--- src/rtl/length_prefixed_frame_parser_core_macros.svh ---
// Assertion macros shared by the frame parser RTL
`ifndef LENGTH_PREFIXED_FRAME_PARSER_CORE_MACROS_SVH
`define LENGTH_PREFIXED_FRAME_PARSER_CORE_MACROS_SVH

// checked only outside reset
`define LFP_ASSERT(lbl, prop, msg) \
  lbl: assert property (@(posedge clk_i) disable iff (!rst_ni) prop) else $error(msg);

// checked on every edge, reset included
`define LFP_ASSERT_ALWAYS(lbl, prop, msg) \
  lbl: assert property (@(posedge clk_i) prop) else $error(msg);

`endif

--- src/rtl/lfp_pkg.sv ---
// Types and constants of the length-prefixed frame parser
`default_nettype none
package lfp_pkg;

  localparam int unsigned CFG_IDX_W = 8;
  localparam int unsigned CFG_DAT_W = 32;

  localparam logic [CFG_IDX_W-1:0] CFG_MAX_CLIP    = 8'd0;
  localparam logic [CFG_IDX_W-1:0] CFG_HELLO_CODE  = 8'd1;
  localparam logic [CFG_IDX_W-1:0] CFG_CLIP_CODE   = 8'd2;
  localparam logic [CFG_IDX_W-1:0] CFG_SYNCED_CODE = 8'd3;

  localparam logic [31:0] MAX_CLIP_RST    = 32'd1048576;
  localparam logic [7:0]  HELLO_CODE_RST  = 8'd1;
  localparam logic [7:0]  CLIP_CODE_RST   = 8'd2;
  localparam logic [7:0]  SYNCED_CODE_RST = 8'd3;

  localparam logic [32:0] LIMIT_OVERHEAD = 33'd64;
  localparam logic [32:0] MIME_ALLOWANCE = 33'h0ffff;

  localparam logic [31:0] LEN_BYTES      = 32'd4;
  localparam logic [31:0] HELLO_HDR_LEN  = 32'd6;
  localparam logic [31:0] CLIP_TIME_LEN  = 32'd8;
  localparam logic [31:0] CLIP_FLAGS_POS = 32'd9;
  localparam logic [31:0] CLIP_HDR_LEN   = 32'd11;

  localparam int unsigned OQ_DEPTH = 4;
  localparam int unsigned OQ_PTR_W = 2;
  localparam int unsigned OQ_CNT_W = 3;

  typedef enum logic [7:0] {
    ST_LEN       = 8'b0000_0001,
    ST_HELLO_HDR = 8'b0000_0010,
    ST_NAME      = 8'b0000_0100,
    ST_CLIP_HDR  = 8'b0000_1000,
    ST_MIME      = 8'b0001_0000,
    ST_DATA      = 8'b0010_0000,
    ST_SYNCED    = 8'b0100_0000,
    ST_SKIP      = 8'b1000_0000
  } stage_e;

  typedef enum logic [2:0] {
    EV_HELLO = 3'd0,
    EV_NAME  = 3'd1,
    EV_CLIP  = 3'd2,
    EV_MIME  = 3'd3,
    EV_DATA  = 3'd4,
    EV_END   = 3'd5,
    EV_ERROR = 3'd6
  } event_e;

  typedef struct packed {
    logic [31:0] max_clip;
    logic [7:0]  hello_code;
    logic [7:0]  clip_code;
    logic [7:0]  synced_code;
  } cfg_t;

  typedef struct packed {
    event_e             event_res;
    logic [15:0]        version;
    logic [31:0]        peer_max_clip;
    logic signed [63:0] clip_time;
    logic [7:0]         clip_flags;
    logic [15:0]        mime_length;
    logic [7:0]         payload_byte;
    logic [7:0]         frame_type;
    logic               last;
  } result_t;

  typedef struct packed {
    logic [1:0] n;
    result_t    r0;
    result_t    r1;
  } burst_t;

endpackage
`default_nettype wire

--- src/rtl/lfp_parser.sv ---
// Per-byte frame parser: position tracking, field assembly, result generation
`default_nettype none
`include "length_prefixed_frame_parser_core_macros.svh"
module lfp_parser (
  input  wire logic           clk_i,
  input  wire logic           rst_ni,
  input  wire logic           step_i,
  input  wire logic [7:0]     byte_i,
  input  wire lfp_pkg::cfg_t  cfg_i,
  output lfp_pkg::burst_t     burst_o
);

  lfp_pkg::stage_e stage_q, stage_d;
  logic [31:0] bc_q, bc_d;
  logic [31:0] flen_q, flen_d;
  logic [7:0]  ctype_q, ctype_d;
  logic [63:0] fs_q, fs_d;
  logic [15:0] mime_q, mime_d;
  logic        broken_q, broken_d;
  logic [7:0]  flags_q, flags_d;

  logic [31:0] len;
  logic [32:0] lim;
  logic        f_vld, e_vld;
  lfp_pkg::result_t field_rec, end_rec;

  assign len = {fs_q[23:0], byte_i};
  assign lim = {1'b0, cfg_i.max_clip} + lfp_pkg::LIMIT_OVERHEAD + lfp_pkg::MIME_ALLOWANCE;

  always_comb begin
    stage_d  = stage_q;
    bc_d     = bc_q;
    flen_d   = flen_q;
    ctype_d  = ctype_q;
    fs_d     = fs_q;
    mime_d   = mime_q;
    broken_d = broken_q;
    flags_d  = flags_q;
    f_vld    = 1'b0;
    e_vld    = 1'b0;
    field_rec = '0;
    end_rec   = '0;

    if (step_i && !broken_q) begin
      if (stage_q == lfp_pkg::ST_LEN && bc_q < lfp_pkg::LEN_BYTES) begin
        fs_d = {32'd0, len};
        bc_d = bc_q + 32'd1;
        if (bc_d == lfp_pkg::LEN_BYTES) begin
          if (len == 32'd0 || {1'b0, len} > lim) begin
            broken_d = 1'b1;
          end else begin
            flen_d = len;
            fs_d   = '0;
          end
        end
      end else begin
        if (stage_q == lfp_pkg::ST_LEN) begin
          ctype_d = byte_i;
          bc_d    = 32'd1;
          fs_d    = '0;
          mime_d  = '0;
          flags_d = '0;
          priority if (byte_i == cfg_i.hello_code) begin
            stage_d = lfp_pkg::ST_HELLO_HDR;
          end else if (byte_i == cfg_i.clip_code) begin
            stage_d = lfp_pkg::ST_CLIP_HDR;
          end else if (byte_i == cfg_i.synced_code) begin
            stage_d = lfp_pkg::ST_SYNCED;
          end else begin
            stage_d = lfp_pkg::ST_SKIP;
          end
        end else begin
          bc_d = bc_q + 32'd1;
          unique case (stage_q)
            lfp_pkg::ST_HELLO_HDR: begin
              fs_d = {fs_q[55:0], byte_i};
              if (bc_q == lfp_pkg::HELLO_HDR_LEN) begin
                f_vld                   = 1'b1;
                field_rec.event_res     = lfp_pkg::EV_HELLO;
                field_rec.version       = fs_d[47:32];
                field_rec.peer_max_clip = fs_d[31:0];
                stage_d                 = lfp_pkg::ST_NAME;
              end
            end
            lfp_pkg::ST_CLIP_HDR: begin
              if (bc_q <= lfp_pkg::CLIP_TIME_LEN) begin
                fs_d = {fs_q[55:0], byte_i};
              end else if (bc_q == lfp_pkg::CLIP_FLAGS_POS) begin
                flags_d = byte_i;
              end else begin
                mime_d = {mime_q[7:0], byte_i};
              end
              if (bc_q == lfp_pkg::CLIP_HDR_LEN) begin
                f_vld                 = 1'b1;
                field_rec.event_res   = lfp_pkg::EV_CLIP;
                field_rec.clip_time   = fs_d;
                field_rec.clip_flags  = flags_d;
                field_rec.mime_length = mime_d;
                stage_d = (mime_d != 16'd0) ? lfp_pkg::ST_MIME : lfp_pkg::ST_DATA;
              end
            end
            lfp_pkg::ST_NAME: begin
              f_vld                  = 1'b1;
              field_rec.event_res    = lfp_pkg::EV_NAME;
              field_rec.payload_byte = byte_i;
            end
            lfp_pkg::ST_MIME: begin
              f_vld                  = 1'b1;
              field_rec.event_res    = lfp_pkg::EV_MIME;
              field_rec.payload_byte = byte_i;
              mime_d                 = mime_q - 16'd1;
              if (mime_d == 16'd0) begin
                stage_d = lfp_pkg::ST_DATA;
              end
            end
            lfp_pkg::ST_DATA: begin
              f_vld                  = 1'b1;
              field_rec.event_res    = lfp_pkg::EV_DATA;
              field_rec.payload_byte = byte_i;
            end
            default: begin
            end
          endcase
        end

        if (bc_d == flen_q) begin
          if (stage_d == lfp_pkg::ST_HELLO_HDR || stage_d == lfp_pkg::ST_CLIP_HDR ||
              stage_d == lfp_pkg::ST_MIME) begin
            e_vld             = 1'b1;
            end_rec.event_res = lfp_pkg::EV_ERROR;
            broken_d          = 1'b1;
          end else if (stage_d != lfp_pkg::ST_SKIP) begin
            e_vld             = 1'b1;
            end_rec.event_res = lfp_pkg::EV_END;
          end
          stage_d = lfp_pkg::ST_LEN;
          bc_d    = '0;
          fs_d    = '0;
          mime_d  = '0;
        end
      end
    end

    field_rec.frame_type = ctype_d;
    end_rec.frame_type   = ctype_d;
    field_rec.last       = !e_vld;
    end_rec.last         = 1'b1;
  end

  assign burst_o.n  = {1'b0, f_vld} + {1'b0, e_vld};
  assign burst_o.r0 = f_vld ? field_rec : end_rec;
  assign burst_o.r1 = end_rec;

  always_ff @(posedge clk_i or negedge rst_ni) begin
    if (!rst_ni) begin
      stage_q  <= lfp_pkg::ST_LEN;
      bc_q     <= '0;
      flen_q   <= '0;
      ctype_q  <= '0;
      fs_q     <= '0;
      mime_q   <= '0;
      broken_q <= 1'b0;
      flags_q  <= '0;
    end else begin
      stage_q  <= stage_d;
      bc_q     <= bc_d;
      flen_q   <= flen_d;
      ctype_q  <= ctype_d;
      fs_q     <= fs_d;
      mime_q   <= mime_d;
      broken_q <= broken_d;
      flags_q  <= flags_d;
    end
  end

  `LFP_ASSERT(a_broken_sticky, broken_q |=> broken_q, "broken state cleared without reset")
  `LFP_ASSERT(a_broken_silent, (step_i && broken_q) |-> (burst_o.n == 2'd0),
    "result produced while broken")
  `LFP_ASSERT(a_pair_tail, (burst_o.n == 2'd2) |-> (burst_o.r1.event_res == lfp_pkg::EV_END ||
    burst_o.r1.event_res == lfp_pkg::EV_ERROR), "second result is not frame end or error")

endmodule
`default_nettype wire

--- src/rtl/lfp_outq.sv ---
// Result queue: takes up to two results per cycle, delivers one per transfer
`default_nettype none
`include "length_prefixed_frame_parser_core_macros.svh"
module lfp_outq (
  input  wire logic             clk_i,
  input  wire logic             rst_ni,
  input  wire lfp_pkg::burst_t  burst_i,
  output logic                  space_o,
  output logic                  out_valid_o,
  input  wire logic             out_stall_i,
  output lfp_pkg::result_t      head_o
);

  lfp_pkg::result_t mem_q [lfp_pkg::OQ_DEPTH];
  logic [lfp_pkg::OQ_PTR_W-1:0] wr_q, wr_d, rd_q, rd_d, wr_nxt;
  logic [lfp_pkg::OQ_CNT_W-1:0] cnt_q, cnt_d;
  logic pop;

  assign space_o     = cnt_q <= lfp_pkg::OQ_CNT_W'(lfp_pkg::OQ_DEPTH - 2);
  assign out_valid_o = cnt_q != '0;
  assign pop         = out_valid_o && !out_stall_i;
  assign head_o      = mem_q[rd_q];
  assign wr_nxt      = wr_q + lfp_pkg::OQ_PTR_W'(1);

  always_comb begin
    wr_d  = wr_q + lfp_pkg::OQ_PTR_W'(burst_i.n);
    rd_d  = rd_q + lfp_pkg::OQ_PTR_W'(pop);
    cnt_d = cnt_q + lfp_pkg::OQ_CNT_W'(burst_i.n) - lfp_pkg::OQ_CNT_W'(pop);
  end

  always_ff @(posedge clk_i) begin
    if (burst_i.n != 2'd0) begin
      mem_q[wr_q] <= burst_i.r0;
    end
    if (burst_i.n == 2'd2) begin
      mem_q[wr_nxt] <= burst_i.r1;
    end
  end

  always_ff @(posedge clk_i or negedge rst_ni) begin
    if (!rst_ni) begin
      wr_q  <= '0;
      rd_q  <= '0;
      cnt_q <= '0;
    end else begin
      wr_q  <= wr_d;
      rd_q  <= rd_d;
      cnt_q <= cnt_d;
    end
  end

  `LFP_ASSERT_ALWAYS(a_cnt_bound, cnt_q <= lfp_pkg::OQ_CNT_W'(lfp_pkg::OQ_DEPTH),
    "queue count above depth")
  `LFP_ASSERT(a_push_room, (burst_i.n != 2'd0) |-> space_o, "push into a full queue")
  `LFP_ASSERT(a_hold_valid, (out_valid_o && out_stall_i) |=> out_valid_o,
    "stalled result dropped")

endmodule
`default_nettype wire

--- src/rtl/length_prefixed_frame_parser_core.sv ---
// Frame parser top: byte input register, config registers, parser, result queue
// Data path: an accepted byte is held in the input register until the result queue has room,
//   is then parsed, and its results are registered into the queue, whose head drives the outputs.
// Throughput: one byte per cycle while the result queue has room; a byte that ends a frame
//   behind a field event yields two results, which leave one at a time by the single output port.
// Reset: asynchronous, active low; parser waits for length bytes, config at defaults.
`default_nettype none
module length_prefixed_frame_parser_core (
  input  wire logic                          clk_i,
  input  wire logic                          rst_ni,
  input  wire logic                          in_valid_i,
  output logic                               in_stall_o,
  input  wire logic [7:0]                    rx_byte_i,
  output logic                               out_valid_o,
  input  wire logic                          out_stall_i,
  output logic [2:0]                         event_res_o,
  output logic [15:0]                        version_o,
  output logic [31:0]                        peer_max_clip_o,
  output logic signed [63:0]                 clip_time_o,
  output logic [7:0]                         clip_flags_o,
  output logic [15:0]                        mime_length_o,
  output logic [7:0]                         payload_byte_o,
  output logic [7:0]                         frame_type_o,
  output logic                               last_o,
  input  wire logic                          cfg_valid_i,
  output logic                               cfg_ready_o,
  input  wire logic [lfp_pkg::CFG_IDX_W-1:0] cfg_index_i,
  input  wire logic [lfp_pkg::CFG_DAT_W-1:0] cfg_data_i
);

  lfp_pkg::cfg_t    cfg_q;
  lfp_pkg::burst_t  burst;
  lfp_pkg::result_t head;
  logic       in_vld_q, in_vld_d;
  logic [7:0] in_byte_q;
  logic       space, consume, in_acc;

  assign cfg_ready_o = 1'b1;
  assign consume     = in_vld_q && space;
  assign in_stall_o  = in_vld_q && !space;
  assign in_acc      = in_valid_i && !in_stall_o;
  assign in_vld_d    = in_acc ? 1'b1 : (consume ? 1'b0 : in_vld_q);

  always_ff @(posedge clk_i or negedge rst_ni) begin
    if (!rst_ni) begin
      in_vld_q <= 1'b0;
    end else begin
      in_vld_q <= in_vld_d;
    end
  end

  always_ff @(posedge clk_i) begin
    if (in_acc) begin
      in_byte_q <= rx_byte_i;
    end
  end

  always_ff @(posedge clk_i or negedge rst_ni) begin
    if (!rst_ni) begin
      cfg_q.max_clip    <= lfp_pkg::MAX_CLIP_RST;
      cfg_q.hello_code  <= lfp_pkg::HELLO_CODE_RST;
      cfg_q.clip_code   <= lfp_pkg::CLIP_CODE_RST;
      cfg_q.synced_code <= lfp_pkg::SYNCED_CODE_RST;
    end else if (cfg_valid_i && cfg_ready_o) begin
      unique case (cfg_index_i)
        lfp_pkg::CFG_MAX_CLIP:    cfg_q.max_clip    <= cfg_data_i;
        lfp_pkg::CFG_HELLO_CODE:  cfg_q.hello_code  <= cfg_data_i[7:0];
        lfp_pkg::CFG_CLIP_CODE:   cfg_q.clip_code   <= cfg_data_i[7:0];
        lfp_pkg::CFG_SYNCED_CODE: cfg_q.synced_code <= cfg_data_i[7:0];
        default: begin
        end
      endcase
    end
  end

  lfp_parser u_parser (
    .clk_i   (clk_i),
    .rst_ni  (rst_ni),
    .step_i  (consume),
    .byte_i  (in_byte_q),
    .cfg_i   (cfg_q),
    .burst_o (burst)
  );

  lfp_outq u_outq (
    .clk_i       (clk_i),
    .rst_ni      (rst_ni),
    .burst_i     (burst),
    .space_o     (space),
    .out_valid_o (out_valid_o),
    .out_stall_i (out_stall_i),
    .head_o      (head)
  );

  assign event_res_o     = head.event_res;
  assign version_o       = head.version;
  assign peer_max_clip_o = head.peer_max_clip;
  assign clip_time_o     = head.clip_time;
  assign clip_flags_o    = head.clip_flags;
  assign mime_length_o   = head.mime_length;
  assign payload_byte_o  = head.payload_byte;
  assign frame_type_o    = head.frame_type;
  assign last_o          = head.last;

endmodule
`default_nettype wire

--- config.mk ---
export PLATFORM = sky130hd
export DESIGN_NAME = length_prefixed_frame_parser_core
export DESIGN_NICKNAME = d
export VERILOG_FILES = /design/src/rtl/lfp_pkg.sv /design/src/rtl/lfp_parser.sv /design/src/rtl/lfp_outq.sv /design/src/rtl/length_prefixed_frame_parser_core.sv
export VERILOG_INCLUDE_DIRS = /design/src /design/src/rtl
export SDC_FILE = /design/constraint.sdc
export NUM_CORES = 2
export LEC_CHECK = 0
export ABC_AREA = 0
export ABC_CLOCK_PERIOD_IN_PS = 6250
export BUFFER_PORTS_ARGS = -buffer_cell sky130_fd_sc_hd__buf_2
export CORE_MARGIN = 5
export CORE_UTILIZATION = 52
export CTS_CLUSTER_DIAMETER = 30
export DETAILED_ROUTE_END_ITERATION = 8
export PLACE_DENSITY = 0.69
export SYNTH_ARGS = -nofsm -noshare
export SYNTH_HDL_FRONTEND = slang
export SYNTH_SLANG_ARGS = --single-unit
--- constraint.sdc ---
create_clock -name clk_i -period 6.25 [get_ports clk_i]
set_clock_uncertainty 0.05 [all_clocks]
set_input_delay 0.9375 -clock clk_i [delete_from_list [all_inputs] [get_ports clk_i]]
set_output_delay 0.9375 -clock clk_i [all_outputs]
set_load 0.005 [all_outputs]
==> results.md <==
* GRT Total Usage at 29.1%
* Critical path required time at 6830 ps
* F_max at 0.180 GHz
* Cells after synthesis at 3640
* Final worst path period need at 5560 ps
* HP Class: input port to async pin
* # clock sinks at 865
* Psw at 5570 uW
* Post-Syn Area per Cell at 10.5 um2
* Antenna violations before repair at 2
* Setup crit start kind: register
* Setup TNS at 0 ps
* Nets@finish at 3890
* Final std cells w/o fill at 4884
* Post-synth ARST share at 26.9%
* Post-synthesis compound-gate area fraction at 15.9%
* Critical path class: register to register
* Core box area at 0.0731 mm2
* Worst path bufs/invs at 1
* Hold_ws at 139 ps
* Largest family of logic cells by synthesized area: compound AO/OA/AOI/OAI gates
* Mux cell area share after synthesis at 14.4%
* Register share of total power at 34.5%
* Post-Synth Simple-Gate Area at 11.9%
* Final Cell Area at 0.0461 mm2
* Final slew viol count at 0
* Die Y at 282 um
* Max-cap viol count at 0
* Unrepaired setup endpoints after global routing: no
* Clk pin slew, worst setup/hold paths at 50 ps
* Num ports at 212
* Clk buf depth at 3
* Arr. time, crit path at 6140 ps
* Diodes inserted at 0
* P&R area growth vs syn at 20.2%
* Final setup viols at 0
* Max transition margin at 26.0%
* RR Startpoint: u_parser.bc_q[2]
* Resize count post-CTS at 0
* Share of cells above drive strength 1 at 24.4%
* Max H-tree Level at 4
* Clk pwr share at 48.0%
* Leakage power at 0.0188 uW
* Post-synthesis sequential area ratio at 49.5%
* Main synth FF type: dfxtp_1
* Delay-heaviest family, CP: simple AND/OR/NAND/NOR gates
* Post-Synth Adder-Cell Area at 1.62%
* Starting Density at 52.5%
* I/O Buffers at 210
* Vias/cell at 6.27
* Cells along the critical path: nand3_1 -> or4_1 -> nor3_4 -> xnor3_1 -> or3b_2 -> o311ai_0 -> nand3b_1 -> nor4_4 -> nand3_2 -> ha_1 -> nor2_1 -> a21o_1 -> nand2b_4 -> buf_12 -> a22o_1
* Synth Area in XOR/XNOR at 2.92%
* Sw Share at 30.4%
* Routed Antenna Nets at 0
* Crit-path max FO at 63
* Part of the power in combinational logic at 17.5%
* # rows at 99
* Crit end category: register
* Utilization after layout at 63.1%
* Internal power at 12700 uW
* Final hold viol count at 0
* Clock Latency Late Sink at 750 ps
* Slowest stage cell, crit path: or4_1
* Avg WL per Cell at 24.0 um
* R2R setup slack at 690 ps
* Power density over the cells at 396 mW/mm2
* Vias post-DR at 30600
* Synthesized area at 0.0384 mm2
* Warnings, synthesis at 0
* Pin count of the biggest net entering global routing at 148
* Detailed Route Iter0 Violations at 3093
* Mapped Nets at 3742
* R2R depth at 15
* Routability cong. at 0.969
* Number of flops mapped to enable cells by yosys at 52
* CTS tree: done
* Worst slew pin tran at 1110 ps
* Dpl hpwl at 73.5 mm
* Clk Tree Root Cell: clkbuf_16
* Post-placement cell area at 0.0405 mm2
* Post-CTS Setup Inserts at 0
* Outcome: finished, final reports clean
* Cell Count Post-Placement at 4587
* CTS hold repair buffers at 0
* Chip Width at 282 um
* Peak VDD IR at 0.000235 V
* Overflow after GRT at 0
* First-pass detailed-route iteration total at 6
* #FFs+latches synth at 865
* Number of unique standard cell types used by synthesis at 89
* Number of global-route vias before repair at 30300
* Reg-to-reg endpoint: u_outq.mem_q[1][141]
* Drt drc at 0
* Crit share post-route at 89.0%
* Filler Cell Count at 5732
* Global-route wire length before repair at 181 mm
* TritonCTS Buffers at 158
* Wirelength, routed at 117 mm
* Die area at 0.0794 mm2
* CP peak stage delay at 700 ps
[state kept, by name, summed over array words and instances (netlist names)]
register / count
cfg_q: 56
in_byte_q: 8
in_vld_q: 1
u_outq.cnt_q: 3
u_outq.mem_q: 624
u_outq.rd_q: 2
u_outq.wr_q: 2
u_parser.bc_q: 32
u_parser.broken_q: 1
u_parser.ctype_q: 8
u_parser.flags_q: 8
u_parser.flen_q: 32
u_parser.fs_q: 64
u_parser.mime_q: 16
u_parser.stage_q: 8
[metal layers]
metal	vias to the layer above	wire [um]	track usage (%)
met5	-	9	0
met4	2	5640	13.8
met3	311	8040	5.51
met2	1310	55500	46.9
met1	15300	48200	38.2
li1	13600	-	-
[how the worst max path moves through the flow]
stage | startpoint | endpoint | slack, ps | cells after the start
floorplan | u_parser.bc_q[1] | u_outq.mem_q[1][132] | 1100 | 18
global placement | u_parser.bc_q[2] | u_outq.cnt_q[2] | 980 | 18
detailed placement | u_parser.bc_q[2] | u_outq.mem_q[1][129] | 850 | 15
CTS | u_parser.bc_q[2] | u_outq.mem_q[1][112] | 800 | 15
global route | cfg_q[24] | u_parser.flen_q[12] | 310 | 21
finish | u_parser.bc_q[2] | u_outq.mem_q[1][141] | 690 | 15
[cells in the mapped netlist (8+ instances only)]
cell type	instances	area (um2)
o21ai_0	419	2100
ha_1	48	601
nor2_1	140	526
inv_1	46	173
clkbuf_1	244	916
o31ai_1	19	143
and3_1	15	93.8
xnor2_1	58	508
a31oi_1	8	50.1
dfxtp_1	580	11600
a22o_1	303	2650
and4_1	9	78.8
dfrtp_1	227	5680
nand2_1	543	2040
mux2_2	166	1870
or3_1	9	56.3
nor4_1	33	206
and2_1	14	87.6
nand3_1	55	275
nand2b_1	14	87.6
xor2_1	57	499
nor2b_1	9	56.3
nand3b_1	12	90.1
nor3_1	48	240
edfxtp_1	52	1560
nand4_1	34	213
nor3b_1	11	82.6
buf_1	60	225
a21oi_1	53	265
o22ai_1	16	100
a21o_1	15	113
mux2i_1	14	140
mux4_2	156	3510
or4_1	13	97.6
[cell families after synthesis]
logic type	count (synthesis)
AOI/OAI and AO/OA	910
xor gates and xnor gates	120
adders and majority gates	49
buffers and inverters	367
DFF	865
muxes	336
other	1
and+or+nand+nor	992
[layout make-up]
type / instances / area (um2) / share of cell area (%)
sequential: 865 / 19000 / 41.2
multi-input combinational: 2408 / 18100 / 39.2
clock buffer: 205 / 4450 / 9.66
timing repair buffer: 309 / 2050 / 4.45
tap: 959 / 1200 / 2.60
clock inverter: 92 / 1160 / 2.52
inverter: 46 / 173 / 0.374
[per-stage QoR]
| stage | power (uW) | worst slack, ps |
|---|---|---|
| 4_1_cts | 18300 | 804 |
| 3_3_place_gp | 9540 | 982 |
| 5_1_grt | 18900 | 306 |
| 3_5_place_dp | 9560 | 849 |
| 6_report | 18300 | 689 |
| 2_1_floorplan | 8310 | 1100 |
[power groups by stage]
stage          combinational, uW  sequential (uW)  clock, uW
6_report                    3200             6310       8780
2_1_floorplan               2320             6000          0
3_5_place_dp                3160             6400          0
5_1_grt                     3400             6330       9140
4_1_cts                     3180             6300       8830
3_3_place_gp                3150             6390          0
[cells in the final DEF, fill, tap and decap left out, drive strengths merged, types with 141 or more instances in the layout]
cell type,netlist,layout
dfxtp,580,580
nand2,543,543
o21ai,419,419
buf,76,309
a22o,303,303
dfrtp,227,227
clkbuf,245,205
mux2,166,166
mux4,156,156
nor2,141,141
No activity file was read; power rests on OpenSTA's default activity.
